[config.mk]
export PLATFORM = sky130hd
export DESIGN_NAME = pin_listener_table_unit_flat
export DESIGN_NICKNAME = d
export VERILOG_FILES = /design/src/design/pltu_pkg.sv /design/src/design/pltu_stream_if.sv /design/src/design/pltu_result_queue.sv /design/src/design/pin_listener_table_unit.sv /design/src/flat_wrapper.sv
export SDC_FILE = /design/constraint.sdc
export NUM_CORES = 1
export LEC_CHECK = 0
export ABC_CLOCK_PERIOD_IN_PS = 15900
export BUFFER_PORTS_ARGS = -buffer_cell sky130_fd_sc_hd__buf_2
export CAP_MARGIN = 20
export CORE_MARGIN = 2
export CORE_UTILIZATION = 37
export DETAILED_ROUTE_END_ITERATION = 10
export MAX_ROUTING_LAYER = met4
export PLACE_DENSITY = 0.59
export SYNTH_ARGS = -nofsm -noshare
export SYNTH_HDL_FRONTEND = slang
export SYNTH_SLANG_ARGS = --single-unit
[constraint.sdc]
create_clock -name clk -period 15.9 [get_ports clk]
set_input_delay 1.59 -clock clk [delete_from_list [all_inputs] [get_ports clk]]
set_output_delay 1.59 -clock clk [all_outputs]
set_load 0.01 [all_outputs]
[src/design/pltu_pkg.sv]
// Package for the pin listener table: request/event item types, opcodes,
// settings-byte layout and small helpers. No dependencies.
`default_nettype none

package pltu_pkg;

  localparam int unsigned TableEntriesDefault = 32;
  localparam int unsigned ResultCap = 32;
  localparam int unsigned CapW = $clog2(ResultCap + 1);

  localparam logic [1:0] OP_SET   = 2'd0;
  localparam logic [1:0] OP_TICK  = 2'd1;
  localparam logic [1:0] OP_CLEAR = 2'd2;
  localparam logic [1:0] OP_NOP   = 2'd3;

  localparam logic KIND_ANALOG  = 1'b0;
  localparam logic KIND_DIGITAL = 1'b1;

  // settings byte layout
  localparam int unsigned ACT_BIT = 7;
  localparam int unsigned ANA_BIT = 6;
  localparam int unsigned LVL_BIT = 5;
  localparam int unsigned LOC_BIT = 4;

  typedef struct packed {
    logic [1:0]  op;
    logic [5:0]  pin;
    logic        enable;
    logic        analog_mode;
    logic [2:0]  exponent;
    logic        from_local;
    logic [7:0]  tick_count;
    logic [63:0] pin_levels;
  } cmd_item_t;

  typedef struct packed {
    logic       kind;
    logic [5:0] out_pin;
    logic       level;
    logic       last;
  } evt_item_t;

  typedef struct packed {
    logic [7:0] settings;
    logic [5:0] pin;
  } entry_t;

  typedef struct packed {
    logic       kind;
    logic [5:0] pin;
    logic       level;
  } result_t;

  // scan side -> result queue
  typedef struct packed {
    logic    push;
    logic    close;
    result_t item;
  } rq_ctl_t;

  function automatic logic tick_due(logic [7:0] tick, logic [2:0] e);
    logic [7:0] m;
    m = 8'((9'd1 << e) - 9'd1);
    return (tick & m) == 8'd0;
  endfunction

  function automatic logic [7:0] settings_byte(logic en, logic ana, logic loc,
                                               logic [2:0] e);
    return {en, ana, 1'b0, loc, 1'b0, e};
  endfunction

endpackage

`default_nettype wire

[src/design/pltu_stream_if.sv]
// Valid/ready stream interface used by both channels of the pin listener
// table. Payload type is set per instance.
`default_nettype none

interface pltu_stream_if #(
  parameter type payload_t = logic
);
  logic     valid;
  logic     ready;
  payload_t data;

  modport source (output valid, output data, input ready);
  modport sink   (input valid, input data, output ready);
endinterface

`default_nettype wire

[src/design/pltu_result_queue.sv]
// Result staging for tick scans: one pending slot plus the output register.
// The pending slot lets the final event be tagged last. Uses pltu_pkg.
`default_nettype none

module pltu_result_queue (
  input  logic              clk,
  input  logic              rst,
  input  pltu_pkg::rq_ctl_t ctl,
  output logic              room,
  pltu_stream_if.source     evt
);
  import pltu_pkg::*;

  logic      pend_vld;
  result_t   pend;
  logic      out_vld;
  evt_item_t out_q;
  logic      out_free;
  logic      out_load;

  assign out_free = !out_vld || evt.ready;
  assign room = !pend_vld || out_free;
  // the held event moves out on a new push or on the tick's close
  assign out_load = pend_vld && out_free && (ctl.push || ctl.close);

  assign evt.valid = out_vld;
  assign evt.data  = out_q;

  always_ff @(posedge clk) begin
    if (rst) begin
      pend_vld <= 1'b0;
      out_vld  <= 1'b0;
    end else begin
      out_vld <= out_load || (out_vld && !evt.ready);
      if (ctl.push && room) begin
        pend_vld <= 1'b1;
        pend     <= ctl.item;
        if (pend_vld) begin
          out_q <= {pend.kind, pend.pin, pend.level, 1'b0};
        end
      end else if (ctl.close && pend_vld && out_free) begin
        // flush the held event as the final one of the tick
        pend_vld <= 1'b0;
        out_q    <= {pend.kind, pend.pin, pend.level, 1'b1};
      end
    end
  end

endmodule

`default_nettype wire

[src/design/pin_listener_table_unit.sv]
// Pin listener table: request decode, table memory and entry scan.
// Uses pltu_pkg, pltu_stream_if and pltu_result_queue.
//
//   channel | dir | payload     | accepted when
//   --------+-----+-------------+---------------------------
//   cmd     | in  | cmd_item_t  | cmd.valid && cmd.ready
//   evt     | out | evt_item_t  | evt.valid && evt.ready
//
// Every set, tick or clear request scans each table entry once from the
// single-port-read table memory, one entry a cycle while a tick is not
// stalled on evt.ready. A no-op request is taken without a scan. Reset
// clears the table at once through per-entry valid bits; no clearing pass.
// cmd.ready is high only between requests; a finished event may still sit
// in the output register then.
`default_nettype none

module pin_listener_table_unit #(
  parameter int unsigned TABLE_ENTRIES = pltu_pkg::TableEntriesDefault
) (
  input  logic          clk,
  input  logic          rst,
  pltu_stream_if.sink   cmd,
  pltu_stream_if.source evt
);
  import pltu_pkg::*;

  localparam int unsigned IW = (TABLE_ENTRIES > 1) ? $clog2(TABLE_ENTRIES) : 1;
  localparam int unsigned CW = $clog2(TABLE_ENTRIES + 1);
  localparam logic [CW-1:0] LastCnt = CW'(TABLE_ENTRIES);

  localparam logic [1:0] ST_IDLE = 2'd0;
  localparam logic [1:0] ST_SCAN = 2'd1;
  localparam logic [1:0] ST_FIN  = 2'd2;

  logic [1:0]     state;
  cmd_item_t      item;
  logic [CW-1:0]  ic;
  logic           s1_vld;
  logic [IW-1:0]  s1_idx;
  logic           found;
  logic [IW-1:0]  match_idx;
  logic           match_loc;
  logic           free_found;
  logic [IW-1:0]  free_idx;
  logic [CapW-1:0] res_cnt;

  entry_t                   mem [TABLE_ENTRIES];
  logic [TABLE_ENTRIES-1:0] vld;
  entry_t                   rd_q;
  logic                     rd_vld_q;

  entry_t         cur;
  logic [7:0]     s;
  logic           due;
  logic           lvl;
  logic           hit;
  logic           emit;
  logic           stall;
  logic           rq_room;
  logic [IW-1:0]  ra;
  logic           we;
  logic [IW-1:0]  wa;
  entry_t         wd;
  logic           clr;
  logic [7:0]     mask;
  rq_ctl_t        rq_ctl;

  assign cmd.ready = (state == ST_IDLE);

  assign cur  = rd_vld_q ? rd_q : '0;
  assign s    = cur.settings;
  assign due  = s[ACT_BIT] && tick_due(item.tick_count, s[2:0]);
  assign lvl  = item.pin_levels[cur.pin];
  assign hit  = (state == ST_SCAN) && s1_vld && (item.op == OP_TICK) && due &&
                (s[ANA_BIT] || (lvl != s[LVL_BIT]));
  assign emit = hit && (res_cnt != CapW'(ResultCap));
  assign stall = emit && !rq_room;
  assign mask = settings_byte(item.enable, item.analog_mode, item.from_local,
                              item.exponent);

  // hold the read on the stalled entry so its data stays in rd_q
  assign ra = stall ? s1_idx : ic[IW-1:0];

  assign clr = (state == ST_SCAN) && s1_vld && (item.op == OP_CLEAR) && !s[LOC_BIT];

  always_comb begin
    we = 1'b0;
    wa = s1_idx;
    wd = cur;
    if (hit && !s[ANA_BIT] && !stall) begin
      we = 1'b1;
      wd.settings[LVL_BIT] = lvl;
    end else if (state == ST_FIN && item.op == OP_SET) begin
      wd = {mask, item.pin};
      if (found) begin
        wa = match_idx;
        we = !match_loc || item.from_local;
      end else begin
        wa = free_idx;
        we = free_found;
      end
    end
  end

  always_ff @(posedge clk) begin
    if (we) mem[wa] <= wd;
    rd_q     <= mem[ra];
    rd_vld_q <= vld[ra];
  end

  always_ff @(posedge clk) begin
    if (rst) begin
      vld <= '0;
    end else begin
      if (we) vld[wa] <= 1'b1;
      if (clr) vld[s1_idx] <= 1'b0;
    end
  end

  always_ff @(posedge clk) begin
    if (rst) begin
      state  <= ST_IDLE;
      s1_vld <= 1'b0;
    end else begin
      case (state)
        ST_IDLE: begin
          if (cmd.valid) begin
            item       <= cmd.data;
            ic         <= '0;
            s1_vld     <= 1'b0;
            found      <= 1'b0;
            free_found <= 1'b0;
            res_cnt    <= '0;
            if (cmd.data.op != OP_NOP) state <= ST_SCAN;
          end
        end
        ST_SCAN: begin
          if (!stall) begin
            s1_vld <= (ic != LastCnt);
            s1_idx <= ic[IW-1:0];
            if (ic != LastCnt) ic <= ic + CW'(1);
            if (s1_vld) begin
              if (!found && cur.pin == item.pin) begin
                found     <= 1'b1;
                match_idx <= s1_idx;
                match_loc <= s[LOC_BIT];
              end
              if (!free_found && !s[ACT_BIT]) begin
                free_found <= 1'b1;
                free_idx   <= s1_idx;
              end
              if (emit) res_cnt <= res_cnt + CapW'(1);
            end
            if (ic == LastCnt && !s1_vld) state <= ST_FIN;
          end
        end
        ST_FIN: begin
          if (item.op != OP_TICK || rq_room) state <= ST_IDLE;
        end
        default: state <= ST_IDLE;
      endcase
    end
  end

  always_comb begin
    rq_ctl.push       = emit;
    rq_ctl.close      = (state == ST_FIN) && (item.op == OP_TICK);
    rq_ctl.item.kind  = s[ANA_BIT] ? KIND_ANALOG : KIND_DIGITAL;
    rq_ctl.item.pin   = cur.pin;
    rq_ctl.item.level = s[ANA_BIT] ? 1'b0 : lvl;
  end

  pltu_result_queue u_result_queue (
    .clk  (clk),
    .rst  (rst),
    .ctl  (rq_ctl),
    .room (rq_room),
    .evt  (evt)
  );

endmodule

`default_nettype wire

[src/flat_wrapper.sv]
// flat-port wrapper written by rule: the top's interface ports become plain ports
module pin_listener_table_unit_flat import pltu_pkg::*;
#(
  parameter int unsigned TABLE_ENTRIES = pltu_pkg::TableEntriesDefault
)
  (clk, rst, cmd_valid, cmd_data, cmd_ready, evt_valid, evt_data, evt_ready);
  pltu_stream_if #(.payload_t(cmd_item_t)) cmd_i ();
  pltu_stream_if #(.payload_t(evt_item_t)) evt_i ();
  input  logic clk;
  input  logic rst;
  input wire logic [$bits(cmd_i.valid)-1:0] cmd_valid;
  input wire logic [$bits(cmd_i.data)-1:0] cmd_data;
  output wire logic [$bits(cmd_i.ready)-1:0] cmd_ready;
  output wire logic [$bits(evt_i.valid)-1:0] evt_valid;
  output wire logic [$bits(evt_i.data)-1:0] evt_data;
  input wire logic [$bits(evt_i.ready)-1:0] evt_ready;
  assign cmd_i.valid = cmd_valid;
  assign cmd_i.data = cmd_data;
  assign cmd_ready = cmd_i.ready;
  assign evt_valid = evt_i.valid;
  assign evt_data = evt_i.data;
  assign evt_i.ready = evt_ready;
  pin_listener_table_unit #(.TABLE_ENTRIES(TABLE_ENTRIES)) u_core (.clk(clk), .rst(rst), .cmd(cmd_i), .evt(evt_i));
endmodule
==> results of run 1 <==
[report_power, final]
part	leakage [nW]	switching [mW]	internal, mW
registers	5.46	0.0268	1.76
clock network	0.966	0.589	0.833
logic	3.19	0.255	0.111
[layout by cell type (no fill, tap or decap), types with 14 or more instances in the layout]
cell type    n
clkbuf_16   60
nor2_1      71
nand3b_1    26
nand3_1    146
a21oi_1     56
buf_2       99
a32oi_1     16
o211ai_1    17
edfxtp_1   548
clkbuf_1    14
buf_4       51
a31oi_1     55
nand2_1    346
nand4_1     25
nor3_1      15
inv_1       25
mux2i_1     75
o21a_1      32
o21ai_0     38
dfxtp_1     51
[state kept, by name, indices dropped and copies added, names as in the netlist, 2 cells and up]
register	cells
u_core.free_idx	5
u_core.ic	6
u_core.item	85
u_core.match_idx	5
u_core.mem	416
u_core.rd_q	13
u_core.res_cnt	6
u_core.s1_idx	5
u_core.state	2
u_core.u_result_queue.evt.data	9
u_core.u_result_queue.pend	8
u_core.vld	32
[cell families after synthesis]
family          Yosys count  share of synthesized area, %
simple gates            695                          13.0
fa+ha+maj                 5                         0.256
compound gates          299                          8.26
xor+xnor                 15                         0.537
flops                   599                          71.5
mux                      90                          4.06
buf+inv                 129                          2.43
[worst paths after layout]
| kind | slack, ps | cells after the start | start | to |
|---|---|---|---|---|
| worst max-delay path | 9470 | 13 | u_core.rd_q[1]$_DFF_P_ | u_core.rd_q[5]$_DFF_P_ |
| worst min-delay path | 420 | 0 | u_core.u_result_queue.pend[4]$_DFFE_PP_ | u_core.u_result_queue.evt.data[5]$_DFFE_PP_ |
| worst max register to register | 9470 | 13 | u_core.rd_q[1]$_DFF_P_ | u_core.rd_q[5]$_DFF_P_ |
| worst min register to register | 420 | 0 | u_core.u_result_queue.pend[4]$_DFFE_PP_ | u_core.u_result_queue.evt.data[5]$_DFFE_PP_ |
[metrics by stage]
stage	setup WS, ps	util [%]
2_1_floorplan	4450	-
3_3_place_gp	9270	39.8
3_5_place_dp	9250	39.8
4_1_cts	9390	42.8
5_1_grt	8940	42.9
6_report	9470	42.9
[area by class of cell]
cell class | instances | area [sq um] | share of cell area, %
repair buffers | 154 | 936 | 3.33
multi-input cells | 1104 | 6540 | 23.2
diodes | 1 | 2.50 | 0.00889
clock buffers | 79 | 1620 | 5.77
inverters | 28 | 110 | 0.391
well taps | 864 | 1080 | 3.84
clock inverters | 32 | 382 | 1.36
flip-flops and latches | 599 | 17500 | 62.1
[routing by layer]
layer	global-route usage, %	vias up
li1	-	7149
met1	25.1	7772
met2	29.0	593
met3	3.49	115
met4	7.17	0
met5	-	-
==> flow_metrics.tcl, run 1 <==
set metrics [dict create \
    run_status "complete, no violations" \
    critPathMaxFanout 115 \
    via_count 15600 \
    worstPathRequired_ps 16390 \
    postSynth.asyncResetShare_pct 0 \
    wl_met2_um 29100 \
    synth_cell_types 77 \
    wl_um 63400 \
    hold_viol 0 \
    core.rowCount 94 \
    die_y_um 261 \
    drt_iter0_drc 1693 \
    cp_cell_sequence "mux2i_1, a311o_1, a2111oi_2, nor4_2, nor4_4, a311o_2, nor2_4, inv_6, buf_12, mux2i_1, a222oi_1, a32oi_1, o211ai_1" \
    vias_per_cell 5.46 \
    syn_nets 1927 \
    crit_top_cell "mux2i_1" \
    path_delay_family "compound AO/OA/AOI/OAI gates" \
    track_usage_pct 18.9 \
    instances_no_fill 2861 \
    critical_path_class "flip-flop to flip-flop" \
    yosys_register_bits 599 \
    synthTopCellsByCount "edfxtp_1, nand2_1, nand3_1, nor2_1, mux2i_1" \
    hpwl_um 39100 \
    clockBufferDepth 3 \
    synth_top_area_share_pct 67.3 \
    ys_seq_area_share_pct 71.5 \
    power_density_nw_per_um2 127 \
    finalNetCount 2041 \
    antenna_left 0 \
    grt_overflow 0 \
    drcViolationCount 0 \
    synth_flop_cell "edfxtp_1" \
    fp.coreArea_sq_um 65600 \
    drive_gt1_share_pct 14.9 \
    hold_slack_ps 416 \
    fin_skew_ps 21.9 \
    cts_sinks 599 \
    final_area_sq_um 28100 \
    max_stage_delay_ps 1030 \
    ir_drop_uv 84.4 \
    yosys-top-cells-area "edfxtp_1, nand2_1, dfxtp_1" \
    cts_setup_buffers 0 \
    rsz0062_at_grt "false" \
    cp-start-kind "flip-flop" \
    antenna_found_initial 1 \
    areaGrowthSynthToFinish_pct 15.1 \
    synth_most_common_cell "edfxtp_1" \
    clkTransAtPathRegs_ps 60 \
    min_path_type "flip-flop to flip-flop" \
    wl_met1_um 27100 \
    crit_buf_inv 2 \
    maxCapViolCount 0 \
    fp.dieW_um 261 \
    place_congestion 0.866 \
    grt_pass1_wl_um 93700 \
    portBuffers 99 \
    avgRoutedWirePerCell_um 22.1 \
    synth_top_cell_by_area "edfxtp_1" \
    finalMaxSlewViolations 0 \
    synthCells 1832 \
    ctsResizeCount 0 \
    final-setup-viol-count 0 \
    cp.arrival_ps 6920 \
    detailed_place.area_sq_um 26100 \
    synth_edf_count 548 \
    clock.fmax_mhz 156 \
    synth_area_per_cell_sq_um 13.3 \
    cts_made_buffers 59 \
    crit_path_top_delay_cell "dfxtp_1" \
    io_pins 101 \
    cts_max_level 2 \
    worstMarginPinSlew_ps 1150 \
    worstSetupEndpointType "flip-flop" \
    top_layer_used "met4" \
    cts_tree "built" \
    clock_latency_ps 630 \
    dieArea_sq_um 68200 \
    syn_area_sq_um 24500 \
    start_util_pct 37.3 \
    slew_headroom_pct 23.0 \
    fin_crit_ps 6430 \
    yosysWarnings 0 \
    wl_met3_um 4850 \
    fill_cells 5951 \
    p_leak_nw 9.61 \
    fin_crit_sh_pct 40.4 \
    grt_pass1_vias 15000 \
    fin_setup_tns_ps 0 \
    place_inst 2745 \
    first_pass_iters 5 \
    cts_root_buf "clkbuf_16" \
    hold_buffers 0 \
    grt_max_degree 116 \
    p_total_mw 3.58 \
]
(Power assumes the default switching activity.)
==> run 2, diff against run 1 <==
--- a/config.mk
+++ b/config.mk
@@ -5,14 +5,14 @@
 export SDC_FILE = /design/constraint.sdc
 export NUM_CORES = 1
 export LEC_CHECK = 0
-export ABC_CLOCK_PERIOD_IN_PS = 15900
+export ABC_CLOCK_PERIOD_IN_PS = 5800
 export BUFFER_PORTS_ARGS = -buffer_cell sky130_fd_sc_hd__buf_2
 export CAP_MARGIN = 20
 export CORE_MARGIN = 2
 export CORE_UTILIZATION = 37
 export DETAILED_ROUTE_END_ITERATION = 10
 export MAX_ROUTING_LAYER = met4
-export PLACE_DENSITY = 0.59
+export PLACE_DENSITY = 0.61
 export SYNTH_ARGS = -nofsm -noshare
 export SYNTH_HDL_FRONTEND = slang
 export SYNTH_SLANG_ARGS = --single-unit
==> constraint.sdc (replaced) <==
create_clock -name clk -period 5.8 [get_ports clk]
set_input_delay 0.58 -clock clk [delete_from_list [all_inputs] [get_ports clk]]
set_output_delay 0.58 -clock clk [all_outputs]
set_load 0.01 [all_outputs]
==> run 2 against run 1 <==
Worst hold slack got worse by 280 ps. Largest cell class unchanged. Register-to-register slack worse by 8900 ps. Die area unchanged. Maximum frequency rose by 24%. Cell count is 1.3% higher. Combinational power grew to 2.9 times the previous value. Largest power group unchanged. Setup slack lost 8900 ps. Sequential share of layout area decreased by 0.59 points. Clock power grew to 2.7 times the previous value. Non-clock buffer count grew 40.
==> flow_metrics.tcl, run 2 (synthesis gave the netlist of run 1 again) <==
set metrics [dict create \
    wl_met3_um 4630 \
    clock_latency_ps 630 \
    layout_commonest_cell "edfxtp_1" \
    final_cell_mix "edfxtp_1, nand2_1, nand3_1, buf_2, buf_4" \
    p_leak_nw 9.81 \
    clkTransAtPathRegs_ps 60 \
    top_regs "u_core.mem: 416 flops, u_core.item: 85 flops, u_core.vld: 32 flops" \
    fill_cells 5923 \
    antenna_found_initial 1 \
    power_density_nw_per_um2 344 \
    cts_setup_buffers 0 \
    vias_per_cell 5.41 \
    fin_crit_sh_pct 89.6 \
    post-route-util_pct 43.3 \
    finalMaxSlewViolations 0 \
    first_pass_iters 6 \
    cts_root_buf "clkbuf_16" \
    worstPathRequired_ps 6260 \
    wl_um 63700 \
    fin_skew_ps 22.8 \
    regMostFlops "u_core.mem" \
    holdPathStages 1 \
    dieArea_sq_um 68200 \
    drive_gt1_share_pct 16.1 \
    start_util_pct 37.3 \
    cts_sinks 599 \
    die_y_um 261 \
    wl_met2_um 30100 \
    fin_setup_tns_ps 0 \
    ctsResizeCount 0 \
    crit_buf_inv 1 \
    worstMarginPinSlew_ps 1110 \
    cp-start-kind "flip-flop" \
    grt_pass1_vias 15300 \
    fp.coreArea_sq_um 65600 \
    cp.arrival_ps 5660 \
    slew_headroom_pct 25.4 \
    hold_viol 0 \
    ir_drop_uv 221 \
    clock.fmax_mhz 192 \
    hpwl_um 40300 \
    max_stage_delay_ps 640 \
    grt_pass1_wl_um 94300 \
    final-setup-viol-count 0 \
    grt_max_degree 134 \
    rr_worst_depth 15 \
    largest_register_ffs 416 \
    core.rowCount 94 \
    path_delay_family "simple AND/OR/NAND/NOR gates" \
    fin_crit_ps 5200 \
    cts_made_buffers 59 \
    place_congestion 0.903 \
    areaGrowthSynthToFinish_pct 16.2 \
    drcViolationCount 0 \
    io_pins 101 \
    cts_max_level 2 \
    grt_overflow 0 \
    wl_met1_um 27300 \
    crit_cells 15 \
    fp.dieW_um 261 \
    drt_iter0_drc 1672 \
    crit_path_top_delay_cell "nor4_1" \
    cts_tree "built" \
    portBuffers 99 \
    critical_path_class "flip-flop to flip-flop" \
    finalNetCount 2081 \
    min_path_type "input pin to flip-flop" \
    clockBufferDepth 3 \
    hold_buffers 0 \
    cp_cell_sequence "nand2_1, or3_1, ha_1, nor2b_1, nor4_1, o211ai_1, nor4_1, o21ai_0, mux2i_4, mux2i_4, a31oi_1, a222oi_1, a32oi_1, buf_4, o211ai_1" \
    track_usage_pct 18.9 \
    antenna_left 0 \
    avgRoutedWirePerCell_um 22.0 \
    run_status "complete, no violations" \
    worstSetupEndpointType "flip-flop" \
    via_count 15700 \
    top_layer_used "met4" \
    critPathMaxFanout 13 \
    rsz0062_at_grt "false" \
    maxCapViolCount 0 \
]
-- run 2: cell types whose count changed in the layout (fill, tap and decap cells not counted), sizes merged --
cell and change:
clkbuf -8, clkinv +5, clkinvlp -1, bufinv -1, buf +42, inv +1
-- run 2: metal layers --
metal  vias to the layer above  global-route usage (%)
li1                       7223                       -
met1                      7764                    25.0
met2                       598                    30.2
met3                        92                    3.09
met4                         0                    5.51
met5                         -                       -
-- run 2: stage by stage --
step / setup slack (ps) / hold slack [ps] / instances / total power [mW] / area [sq um]
after global placement: 796 / 406 / 2788 / 6.03 / 26500
final: 600 / 134 / 2899 / 9.77 / 28400
after floorplan: 1630 / 400 / 1832 / 5.63 / 24500
after global routing: 286 / 104 / 2898 / 10.1 / 28400
after detailed placement: 702 / 405 / 2788 / 6.05 / 26500
after CTS: 669 / 95.8 / 2897 / 9.83 / 28400
-- run 2: power by group --
part	internal [mW]	switching [mW]
Combinational	0.347	0.715
Sequential	4.84	0.0678
Clock	2.19	1.61
-- run 2: final timing paths --
kind	start	end	slack, ps
setup / recovery	u_core.rd_q[6]$_DFF_P_	u_core.rd_q[2]$_DFF_P_	600
hold / removal	cmd_data[24]	u_core.item[24]$_DFFE_PP_	130
setup reg to reg	u_core.rd_q[6]$_DFF_P_	u_core.rd_q[2]$_DFF_P_	600
hold reg to reg	u_core.u_result_queue.pend[0]$_SDFFCE_PP0P_	u_core.u_result_queue.evt.data[1]$_DFFE_PP_	420
-- run 2: area by class of cell --
class	instances	area [sq um]	area share (%)
timing repair buffer	194	1290	4.54
clock buffer	73	1570	5.53
multi-input combinational	1104	6530	23.0
clock inverter	36	352	1.24
antenna	1	2.50	0.00881
sequential	599	17500	61.5
inverter	28	110	0.387
tap	864	1080	3.80
==> run 3, diff against run 2 <==
--- a/config.mk
+++ b/config.mk
@@ -11,8 +11,10 @@
 export CORE_MARGIN = 2
 export CORE_UTILIZATION = 37
 export DETAILED_ROUTE_END_ITERATION = 10
+export GPL_ROUTABILITY_DRIVEN = 1
 export MAX_ROUTING_LAYER = met4
 export PLACE_DENSITY = 0.61
+export REMOVE_ABC_BUFFERS = 1
 export SYNTH_ARGS = -nofsm -noshare
 export SYNTH_HDL_FRONTEND = slang
 export SYNTH_SLANG_ARGS = --single-unit
==> run 3 against run 2 <==
Cell area barely moved. Clock-buffer cell count rose by 4. Sequential power barely moved. Die area did not move. Routed wire length fell by 2.0%. Utilization barely moved. Register-to-register slack improved by 110 ps. Largest cell class unchanged. Sequential share of layout area barely moved. Critical path type unchanged. Total power rose by 0.56%.
==> flow_metrics.tcl, run 3 (synthesis gave the netlist of run 1 again) <==
set metrics [dict create \
    portBuffers 99 \
    p_int_mw 7.44 \
    min_from "cmd_data[51]" \
    p_total_mw 9.82 \
    die_y_um 261 \
    dieArea_sq_um 68200 \
    fp.dieW_um 261 \
    clock_latency_ps 660 \
    worstPathRequired_ps 6300 \
    io_pins 101 \
    hold_slack_ps 106 \
    cts_tree "built" \
    clockBufferDepth 3 \
    critPathMaxFanout 11 \
    grt_pass1_vias 15300 \
    final-setup-viol-count 0 \
    vias_per_cell 5.43 \
    finalMaxSlewViolations 0 \
    cp_cell_sequence "nand2_1, or3_1, ha_1, or4_1, a21boi_0, nor4_1, buf_4, or2b_1, mux2i_4, buf_4, o21ai_1, buf_4, a222oi_1, a32oi_1, o211ai_1" \
    clkTransAtPathRegs_ps 60 \
    cp-start-kind "flip-flop" \
    via_count 15700 \
    max_stage_delay_ps 850 \
    power_density_nw_per_um2 346 \
    drt_iter0_drc 1619 \
    grt_max_degree 134 \
    fp.coreArea_sq_um 65600 \
    min_path_type "input pin to flip-flop" \
    rsz0062_at_grt "false" \
    startpoint "u_core.rd_q[6]$_DFF_P_" \
    worstMarginPinSlew_ps 1140 \
    power.net_switching_mw 2.38 \
    place_congestion 0.900 \
    cts_setup_buffers 0 \
    layout_commonest_cell "edfxtp_1" \
    grt_overflow 0 \
    p_seq_share_pct 50.1 \
    post-route-util_pct 43.3 \
    worstSetupEndpointType "flip-flop" \
    pwr-share-comb_pct 10.3 \
    cts_sinks 599 \
    crit_top_cell "buf_4" \
    fin_skew_ps 65.2 \
    maxCapViolCount 0 \
    drive_gt1_share_pct 15.7 \
    core.rowCount 94 \
    critical_path_class "flip-flop to flip-flop" \
    regMostFlops "u_core.mem" \
    grt_pass1_wl_um 93300 \
    run_status "complete, no violations" \
    cts_made_buffers 61 \
    hold_viol 0 \
    finalNetCount 2079 \
    final_cell_mix "edfxtp_1, nand2_1, nand3_1, buf_2, buf_4" \
    cts_max_level 2 \
    p_clk_share_pct 39.5 \
    track_usage_pct 18.6 \
    top_regs "u_core.mem: 416 flops, u_core.item: 85 flops, u_core.vld: 32 flops" \
    r2r_start "u_core.rd_q[6]$_DFF_P_" \
    antenna_left 0 \
    hpwl_um 39500 \
    cts_root_buf "clkbuf_16" \
    hold_buffers 0 \
    start_util_pct 37.3 \
    first_pass_iters 6 \
    fin_crit_ps 5080 \
    drcViolationCount 0 \
    wl_um 62400 \
    ctsResizeCount 0 \
    fin_crit_sh_pct 87.7 \
    areaGrowthSynthToFinish_pct 16.3 \
    antenna_found_initial 1 \
    swShare_pct 24.2 \
    largest_register_ffs 416 \
    avgRoutedWirePerCell_um 21.5 \
    fill_cells 5939 \
    cp.arrival_ps 5590 \
    crit_path_top_delay_cell "o21ai_1" \
    ir_drop_uv 263 \
    p_leak_nw 9.81 \
    clock.fmax_mhz 197 \
    slew_headroom_pct 23.5 \
]
## run 3: cell types whose count changed in the layout (fill, tap and decap cells not counted), sizes merged
cell	change
clkbuf	+4
buf	-4
clkinv	+1
inv	-2
bufinv	+1
clkinvlp	-2
## run 3: power by group through the flow
stage	Combinational, mW	Clock [mW]	Sequential, mW
3_5_place_dp	1.01	0	5.01
2_1_floorplan	0.592	0	5.00
3_3_place_gp	0.992	0	5.01
5_1_grt	1.10	4.13	4.93
6_report	1.02	3.89	4.92
4_1_cts	1.02	3.96	4.92
## run 3: path summary, 6_finish.rpt
path | to | slack, ps | depth (start not counted)
max | u_core.rd_q[6]$_DFF_P_ | 720 | 15
min | u_core.item[51]$_DFFE_PP_ | 110 | 1
max reg2reg | u_core.rd_q[6]$_DFF_P_ | 720 | 15
min reg2reg | u_core.u_result_queue.evt.data[1]$_DFFE_PP_ | 420 | 0
## run 3: worst max-delay path, delay by kind of cell, from the launching register on
family / cells / cell delay (ps)
AOI/OAI and AO/OA: 5 / 1990
and+or+nand+nor: 5 / 1330
buffers and inverters: 3 / 690
DFF: 1 / 560
adders and majority gates: 1 / 260
muxes: 1 / 90
## run 3: layout make-up
class | instances | area [sq um] | area share [%]
sequential | 599 | 17500 | 61.5
clock buffer | 77 | 1600 | 5.62
inverter | 28 | 110 | 0.387
tap | 864 | 1080 | 3.80
antenna | 1 | 2.50 | 0.00880
clock inverter | 34 | 424 | 1.49
multi-input combinational | 1104 | 6480 | 22.8
timing repair buffer | 190 | 1250 | 4.41
## run 3: through the flow
step,cell area [sq um],setup slack [ps],instances,TNS (ps)
floorplan,24000,-4420,1731,-386320
global placement,26400,905,2785,0
detailed placement,26400,825,2785,0
CTS,28400,762,2896,0
global route,28400,508,2897,0
finish,28400,715,2897,0
## run 3: layer usage
layer	up-vias	track usage [%]	share of wire, %	wire length [um]
met5	-	-	0	0
met1	7797	24.1	42	26200
met2	598	30.2	48	29800
met4	0	5.95	2.9	1840
met3	113	2.65	7.2	4480
li1	7235	-	-	-
